### src/design/biou_pkg.sv
// shared widths and control types of the box iou block
// no dependencies
`default_nettype none

package biou_pkg;

	localparam int THR_W      = 17;                    // threshold register width
	localparam int IOU_W      = 17;                    // iou field width
	localparam int OUT_FLD_W  = IOU_W + 2;             // iou, match, empty
	localparam int OUT_W      = ((OUT_FLD_W + 7) / 8) * 8;

	// control that travels with each item through the divider
	typedef struct packed {
		logic valid;
		logic empty;
	} div_ctl_t;

endpackage

`default_nettype wire

### src/design/biou_div.sv
// pipelined restoring divider, one quotient bit per stage, stall by stage
// depends on biou_pkg
`default_nettype none

module biou_div
	import biou_pkg::*;
#(
	parameter int UW = 25,   // divisor width
	parameter int QW = 17    // quotient bits, also the stage count
) (
	input  wire logic             clk,
	input  wire logic             arst_n,
	input  wire div_ctl_t         in_ctl,
	output logic                  in_ready,
	input  wire logic [UW-2:0]    num,
	input  wire logic [UW-1:0]    den,
	output div_ctl_t              out_ctl,
	input  wire logic             out_ready,
	output logic      [QW-1:0]    quot,
	output logic      [UW-1:0]    rem
);

	logic [QW-1:0] vld_s;
	logic [QW-1:0] emp_s;
	logic [UW-1:0] den_s  [QW];
	logic [UW-1:0] rem_s  [QW];
	logic [QW-1:0] quot_s [QW];

	logic [QW:0]   en;
	logic [QW-1:0] pv;
	logic [QW-1:0] pemp;
	logic [UW-1:0] pden  [QW];
	logic [UW:0]   trial [QW];
	logic [QW-1:0] pquot [QW];
	logic [UW:0]   diff  [QW];
	logic [QW-1:0] ge;
	logic [UW-1:0] rem_nx  [QW];
	logic [QW-1:0] quot_nx [QW];

	// a stage takes a new item when it is empty or its item moves on
	always_comb begin
		en[QW] = out_ready;
		for (int k = QW - 1; k >= 0; k--) begin
			en[k] = ~vld_s[k] | en[k+1];
		end
	end

	// first stage compares the bare numerator, as inter never exceeds union
	always_comb begin
		pv[0]    = in_ctl.valid;
		pemp[0]  = in_ctl.empty;
		pden[0]  = den;
		pquot[0] = '0;
		trial[0] = {2'b00, num};
		for (int k = 1; k < QW; k++) begin
			pv[k]    = vld_s[k-1];
			pemp[k]  = emp_s[k-1];
			pden[k]  = den_s[k-1];
			pquot[k] = quot_s[k-1];
			trial[k] = {rem_s[k-1], 1'b0};
		end
		for (int k = 0; k < QW; k++) begin
			diff[k]    = trial[k] - {1'b0, pden[k]};
			ge[k]      = trial[k] >= {1'b0, pden[k]};
			rem_nx[k]  = ge[k] ? diff[k][UW-1:0] : trial[k][UW-1:0];
			quot_nx[k] = {pquot[k][QW-2:0], ge[k]};
		end
	end

	always_ff @(posedge clk or negedge arst_n) begin
		if (!arst_n) begin
			vld_s <= '0;
		end else begin
			for (int k = 0; k < QW; k++) begin
				if (en[k]) begin
					vld_s[k] <= pv[k];
				end
			end
		end
	end

	always_ff @(posedge clk) begin
		for (int k = 0; k < QW; k++) begin
			if (en[k]) begin
				emp_s[k]  <= pemp[k];
				den_s[k]  <= pden[k];
				rem_s[k]  <= rem_nx[k];
				quot_s[k] <= quot_nx[k];
			end
		end
	end

	assign in_ready      = en[0];
	assign out_ctl.valid = vld_s[QW-1];
	assign out_ctl.empty = emp_s[QW-1];
	assign quot          = quot_s[QW-1];
	assign rem           = rem_s[QW-1];

endmodule

`default_nettype wire

### src/design/box_intersection_over_union_top.sv
// path from input item to result item: edges, products, union,
//   one divider stage per quotient bit, output register
// throughput: one item per cycle; each stage stalls only when the next one is full
// reset clears all valid bits and sets match_threshold to one half
// top level of the box iou block: stream in, stream out, threshold register
// depends on biou_pkg and biou_div
`default_nettype none

module box_intersection_over_union_top
	import biou_pkg::*;
#(
	parameter int COORD_BITS = 12,
	parameter int FRAC_BITS  = 16
) (
	input  wire logic                                    clk,
	input  wire logic                                    arst_n,
	input  wire logic                                    cfg_we,
	input  wire logic [THR_W-1:0]                        cfg_wdata,     // match_threshold
	input  wire logic                                    s_axis_tvalid,
	output logic                                         s_axis_tready,
	// box_a_x, box_a_y, box_a_w, box_a_h, box_b_x, box_b_y, box_b_w, box_b_h
	input  wire logic [((8*COORD_BITS+7)/8)*8-1:0]       s_axis_tdata,
	output logic                                         m_axis_tvalid,
	input  wire logic                                    m_axis_tready,
	output logic [OUT_W-1:0]                             m_axis_tdata   // iou_ratio, is_match, empty_union
);

	localparam int CB = COORD_BITS;
	localparam int AW = 2 * CB;          // area width
	localparam int UW = AW + 1;          // union width
	localparam int QW = FRAC_BITS + 1;   // quotient width
	localparam int CW = (QW > THR_W) ? QW : THR_W;
	localparam logic [THR_W-1:0] THR_RST = THR_W'(1) << (FRAC_BITS - 1);

	logic [THR_W-1:0] thr_q;

	always_ff @(posedge clk or negedge arst_n) begin
		if (!arst_n) begin
			thr_q <= THR_RST;
		end else if (cfg_we) begin
			thr_q <= cfg_wdata;
		end
	end

	// stage 1: edges and overlap spans
	logic [CB-1:0] ax, ay, aw, ah, bx, by, bw, bh;
	logic [CB:0]   ar, ab, br, bb, hi_x, hi_y;
	logic [CB-1:0] lo_x, lo_y, iw_nx, ih_nx;

	assign ax = s_axis_tdata[0*CB +: CB];
	assign ay = s_axis_tdata[1*CB +: CB];
	assign aw = s_axis_tdata[2*CB +: CB];
	assign ah = s_axis_tdata[3*CB +: CB];
	assign bx = s_axis_tdata[4*CB +: CB];
	assign by = s_axis_tdata[5*CB +: CB];
	assign bw = s_axis_tdata[6*CB +: CB];
	assign bh = s_axis_tdata[7*CB +: CB];

	always_comb begin
		ar    = {1'b0, ax} + {1'b0, aw};
		ab    = {1'b0, ay} + {1'b0, ah};
		br    = {1'b0, bx} + {1'b0, bw};
		bb    = {1'b0, by} + {1'b0, bh};
		lo_x  = (ax > bx) ? ax : bx;
		lo_y  = (ay > by) ? ay : by;
		hi_x  = (ar < br) ? ar : br;
		hi_y  = (ab < bb) ? ab : bb;
		// a span never exceeds the narrower box, so it fits CB bits
		iw_nx = (hi_x > {1'b0, lo_x}) ? CB'(hi_x - {1'b0, lo_x}) : '0;
		ih_nx = (hi_y > {1'b0, lo_y}) ? CB'(hi_y - {1'b0, lo_y}) : '0;
	end

	logic          v_s1, v_s2, v_s3;
	logic          en_s1, en_s2, en_s3;
	logic [CB-1:0] iw_s1, ih_s1, aw_s1, ah_s1, bw_s1, bh_s1;
	logic [AW-1:0] inter_s2, area_a_s2, area_b_s2;
	logic [AW-1:0] inter_s3;
	logic [UW-1:0] uni_s3, uni_nx;
	logic          emp_s3;

	div_ctl_t      div_in_ctl, div_out_ctl;
	logic          div_in_ready;
	logic [QW-1:0] div_quot;
	logic [UW-1:0] div_rem;

	logic             out_vld_q, en_o;
	logic [IOU_W-1:0] iou_q;
	logic             match_q, empty_q;

	assign en_o          = ~out_vld_q | m_axis_tready;
	assign en_s3         = ~v_s3 | div_in_ready;
	assign en_s2         = ~v_s2 | en_s3;
	assign en_s1         = ~v_s1 | en_s2;
	assign s_axis_tready = en_s1;

	always_ff @(posedge clk or negedge arst_n) begin
		if (!arst_n) begin
			v_s1 <= 1'b0;
			v_s2 <= 1'b0;
			v_s3 <= 1'b0;
		end else begin
			if (en_s1) begin
				v_s1 <= s_axis_tvalid;
			end
			if (en_s2) begin
				v_s2 <= v_s1;
			end
			if (en_s3) begin
				v_s3 <= v_s2;
			end
		end
	end

	assign uni_nx = {1'b0, area_a_s2} + {1'b0, area_b_s2} - {1'b0, inter_s2};

	always_ff @(posedge clk) begin
		if (en_s1) begin
			iw_s1 <= iw_nx;
			ih_s1 <= ih_nx;
			aw_s1 <= aw;
			ah_s1 <= ah;
			bw_s1 <= bw;
			bh_s1 <= bh;
		end
		// stage 2: intersection and both areas
		if (en_s2) begin
			inter_s2  <= AW'(iw_s1) * AW'(ih_s1);
			area_a_s2 <= AW'(aw_s1) * AW'(ah_s1);
			area_b_s2 <= AW'(bw_s1) * AW'(bh_s1);
		end
		// stage 3: union
		if (en_s3) begin
			inter_s3 <= inter_s2;
			uni_s3   <= uni_nx;
			emp_s3   <= (uni_nx == '0);
		end
	end

	assign div_in_ctl.valid = v_s3;
	assign div_in_ctl.empty = emp_s3;

	biou_div #(
		.UW (UW),
		.QW (QW)
	) u_div (
		.clk       (clk),
		.arst_n    (arst_n),
		.in_ctl    (div_in_ctl),
		.in_ready  (div_in_ready),
		.num       (inter_s3),
		.den       (uni_s3),
		.out_ctl   (div_out_ctl),
		.out_ready (en_o),
		.quot      (div_quot),
		.rem       (div_rem)
	);

	// inter*2^F > thr*union holds when the quotient beats thr,
	// or equals it with a remainder left over
	logic [CW-1:0] quot_ext, thr_ext;
	logic          match_nx;

	always_comb begin
		quot_ext = CW'(div_quot);
		thr_ext  = CW'(thr_q);
		match_nx = ~div_out_ctl.empty &
			((quot_ext > thr_ext) | ((quot_ext == thr_ext) & (div_rem != '0)));
	end

	always_ff @(posedge clk or negedge arst_n) begin
		if (!arst_n) begin
			out_vld_q <= 1'b0;
		end else if (en_o) begin
			out_vld_q <= div_out_ctl.valid;
		end
	end

	always_ff @(posedge clk) begin
		if (en_o) begin
			iou_q   <= div_out_ctl.empty ? '0 : IOU_W'(quot_ext);
			match_q <= match_nx;
			empty_q <= div_out_ctl.empty;
		end
	end

	assign m_axis_tvalid = out_vld_q;
	assign m_axis_tdata  = {{(OUT_W - OUT_FLD_W){1'b0}}, empty_q, match_q, iou_q};

endmodule

`default_nettype wire

### config.mk
export PLATFORM = sky130hd
export DESIGN_NAME = box_intersection_over_union_top
export DESIGN_NICKNAME = d
export VERILOG_FILES = /design/src/design/biou_pkg.sv /design/src/design/biou_div.sv /design/src/design/box_intersection_over_union_top.sv
export SDC_FILE = /design/constraint.sdc
export NUM_CORES = 2
export LEC_CHECK = 0
export ABC_AREA = 0
export BUFFER_PORTS_ARGS = -buffer_cell sky130_fd_sc_hd__buf_2
export CORE_MARGIN = 2
export CORE_UTILIZATION = 62
export DETAILED_ROUTE_END_ITERATION = 7
export PLACE_DENSITY = 0.78
export SLEW_MARGIN = 20
export SYNTH_ARGS = -nofsm -noshare
export SYNTH_HDL_FRONTEND = slang
export SYNTH_SLANG_ARGS = --single-unit
### constraint.sdc
create_clock -name clk -period 9.8 [get_ports clk]
set_input_delay 0.49 -clock clk [delete_from_list [all_inputs] [get_ports clk]]
set_output_delay 0.49 -clock clk [all_outputs]
set_load 0.005 [all_outputs]
==> reports/summary.md <==
* area of the multi-input gates: 42500 µm²
* estimated wirelength of the detail-placed design: 164000 µm
* post-CTS repair timing setup buffer count: 0
* post-cts gate resize count: 0
* global-route usage over all layers: 30.0%
* area added between synthesis and finish: 9.24%
* run status: finished clean
* Reg area: 37200 µm²
* root buffer cell: sky130_fd_sc_hd__clkbuf_16
* instance count along the most critical hold path: 2
* filler cell count in the final layout: 9841
* count of flip-flops with a built-in enable after synthesis: 1208
* worst path required time: 10.27 ns
* aggregate global routing overflow: 0
* Critical path buffers and inverters: 3
* Final Routed Wirelength: 210000 µm
* Fin Setup TNS: 0 ns
* worst reg-to-reg setup slack: 3.14 ns
* number of warnings reported in the yosys synthesis log: 0
* terminating pin of the worst hold path: v_s1
* actual transition at the worst max-transition pin: 1.05 ns
* width of the die: 374 µm
* number of levels in the clock H-tree: 4
* Hold WC Path Type: in -> reg
* Max Cap Viol: 0
* synth unique cells: 102
* wire length of the first global-routing pass: 326000 µm
* Final GP Congestion: 0.967
* R2R Path End: area_b_s2[23]
* clock transition time at the flip-flop clock pins of the worst setup and hold paths: 0.06 ns
* area share of the largest cell type after synthesis: 42.8%
* highest clock frequency the design can meet: 141 MHz
* insertion delay to the later sink of the worst-skew pair: 0.79 ns
* detailed-routing iteration count for the pre-antenna-repair pass: 6
* net count reported at finish: 9231
* utilization of the core after routing: 68.3%
* die height: 374 µm
* post-synthesis sequential element count: 1246
* source of the worst hold timing path: s_axis_tvalid
* Most used DFF post-synth: sky130_fd_sc_hd__edfxtp_1
* Top Family by Delay on Critical Path: compound AO/OA/AOI/OAI gates
* count of antenna-violating nets left after detailed routing: 0
* number of hold violations in the final report: 0
* Avg Inst Size Synth: 10.9 µm²
* Crit path top cell by count: sky130_fd_sc_hd__a21oi_1
* vias in the first global route: 58700
* number of remaining DRC errors: 0
* number of antenna violations at the first check in global routing: 7
* mean routed wirelength per cell: 21.2 µm
* portion of the post-synthesis area used by sequential elements: 43.9%
* Worst setup SP type: primary input
* critical register-to-register path startpoint: bw_s1[3]
* path depth of the worst reg2reg path: 18
* quantity of hold-fixing buffers added after cts: 62
* core area: 136000 µm²
* vias per cell: 5.99
* worst-path cell with the longest stage delay: sky130_fd_sc_hd__mux2i_1
* Post-Synthesis Cells: 7780
* top area cells in the synthesized netlist: sky130_fd_sc_hd__edfxtp_1, sky130_fd_sc_hd__ha_1, sky130_fd_sc_hd__fa_1
* number of top-level pins: 144
* number of core rows: 135
* FFs w/ async S/R, synth: 3.05%
* category of the most critical setup path: in -> reg
* pin count of the biggest net entering global routing: 72
* layout cells sized above 1: 8.88%
* total count of max-transition violations in the final report: 0
* top-count cell post-synth: sky130_fd_sc_hd__edfxtp_1
* Critical Path Max Stage Delay: 0.72 ns
* number of violations reported at the end of detailed-routing iteration 0: 5272
* crit path capture type: flop
* RSZ-0062 raised after global routing: false
* clock sink total: 1246
* skew final: 0.0356 ns
* cell types with the highest counts after synthesis: sky130_fd_sc_hd__edfxtp_1, sky130_fd_sc_hd__inv_1, sky130_fd_sc_hd__ha_1
* number of setup violations in the final report: 0
* cell type with the highest aggregate area in the netlist: sky130_fd_sc_hd__edfxtp_1
* area of the mapped netlist: 84700 µm²
* die footprint: 140000 µm²
* detailed-route via count: 59200
* number of I/O port buffers: 138
* Slew headroom: 29.5%
* worst endpoint data arrival time: 7.56 ns
* clock tree from TritonCTS: yes
* Starting Density: 62.5%
* Inserted Clock Buffers: 136
* Min Clock Period, post-route: 7.10 ns
* critical path peak fanout: 12
* portion of the clock cycle consumed by the worst path in the final layout: 72.4%
* Clock Tree Buf Depth: 3
* source of the critical timing path: s_axis_tdata[85]
metrics by stage:
step / setup slack, ns / instances / hold WS, ns / area [µm²]
after floorplan: 1.44 / 7784 / 0.194 / 84800
after global placement: 2.65 / 9576 / 0.400 / 87400
after detailed placement: 2.61 / 9576 / 0.405 / 87400
after CTS: 2.85 / 9886 / 0.0185 / 92500
after global routing: 2.11 / 9887 / 0.0542 / 92600
final: 2.70 / 9890 / 0.0682 / 92600
routing by layer:
metal	track usage [%]	up-vias	wire, µm	share of wire, %
met5	0	-	11	0.0052
met4	9.87	2	6940	3.3
met3	5.09	409	14900	7.1
met2	49.6	2140	100000	48
met1	40.3	29100	87400	42
li1	-	27600	-	-
state kept, by name (all words and copies together), names as in the netlist, 17 cells and up:
| register | cells |
|---|---|
| area_a_s2 | 24 |
| area_b_s2 | 24 |
| u_div.emp_s | 17 |
| thr_ext | 17 |
| uni_s3 | 25 |
| iou_q | 17 |
| u_div.rem_s | 425 |
| u_div.quot_s | 153 |
| inter_s3 | 24 |
| u_div.den_s | 400 |
| u_div.vld_s | 17 |
| inter_s2 | 24 |
kinds of logic after synthesis:
group / count (synthesis) / synth area share, %
multiplexers: 300 / 4.00
AO/OA/AOI/OAI: 1477 / 11.3
other: 1 / 0.00442
AND/OR/NAND/NOR: 1857 / 10.6
buffers and inverters: 1339 / 6.03
XOR/XNOR: 441 / 4.56
flip-flops: 1246 / 43.9
adder cells (fa/ha/maj): 1119 / 19.6
how the worst max path moves through the flow:
| stage | endpoint | slack [ns] | depth (start not counted) |
|---|---|---|---|
| after floorplan | ah_s1[0] | 1.44 | 8 |
| after global placement | ih_s1[2] | 2.65 | 31 |
| after detailed placement | ih_s1[10] | 2.61 | 31 |
| after CTS | ih_s1[10] | 2.85 | 32 |
| after global routing | ih_s1[10] | 2.11 | 32 |
| final | ih_s1[10] | 2.70 | 32 |
cell type report:
class	count	share of cell area, %
multi-input cells	5199	45.9
flip-flops and latches	1246	40.2
inverters	1179	4.78
clock buffers	156	3.83
well taps	1781	2.41
repair buffers	234	1.71
clock inverters	92	1.11
diodes	3	0.00811
worst reg2reg max path, stage by stage, from the launching register on:
cell,delay (ns)
sky130_fd_sc_hd__edfxtp_1,0.69
sky130_fd_sc_hd__and2_1,0.34
sky130_fd_sc_hd__fa_1,0.54
sky130_fd_sc_hd__inv_1,0.06
sky130_fd_sc_hd__fa_1,0.47
sky130_fd_sc_hd__inv_1,0.06
sky130_fd_sc_hd__fa_1,0.52
sky130_fd_sc_hd__fa_1,0.55
sky130_fd_sc_hd__inv_1,0.05
sky130_fd_sc_hd__fa_1,0.53
sky130_fd_sc_hd__inv_1,0.05
sky130_fd_sc_hd__ha_1,0.35
sky130_fd_sc_hd__and2_1,0.19
sky130_fd_sc_hd__o21ai_0,0.15
sky130_fd_sc_hd__o21ai_0,0.20
sky130_fd_sc_hd__o41ai_1,0.81
sky130_fd_sc_hd__o221ai_1,0.29
sky130_fd_sc_hd__o41ai_1,0.43
sky130_fd_sc_hd__xnor2_1,0.13
cell usage in the layout (no fill, tap or decap), types with 138 or more instances in the layout:
master,netlist,layout
sky130_fd_sc_hd__edfxtp_1,1208,1208
sky130_fd_sc_hd__inv_1,1177,1172
sky130_fd_sc_hd__ha_1,770,770
sky130_fd_sc_hd__nand2_1,546,538
sky130_fd_sc_hd__a21oi_1,449,447
sky130_fd_sc_hd__nor2_1,440,439
sky130_fd_sc_hd__fa_1,347,347
sky130_fd_sc_hd__xnor2_1,317,317
sky130_fd_sc_hd__o21ai_0,292,292
sky130_fd_sc_hd__mux2_2,238,238
sky130_fd_sc_hd__a21o_1,204,204
sky130_fd_sc_hd__and2_1,189,189
sky130_fd_sc_hd__clkbuf_16,0,139
sky130_fd_sc_hd__buf_2,22,138
Power is not shown: default switching activity piles up to over one toggle a cycle in this logic, so the estimate is an artifact.
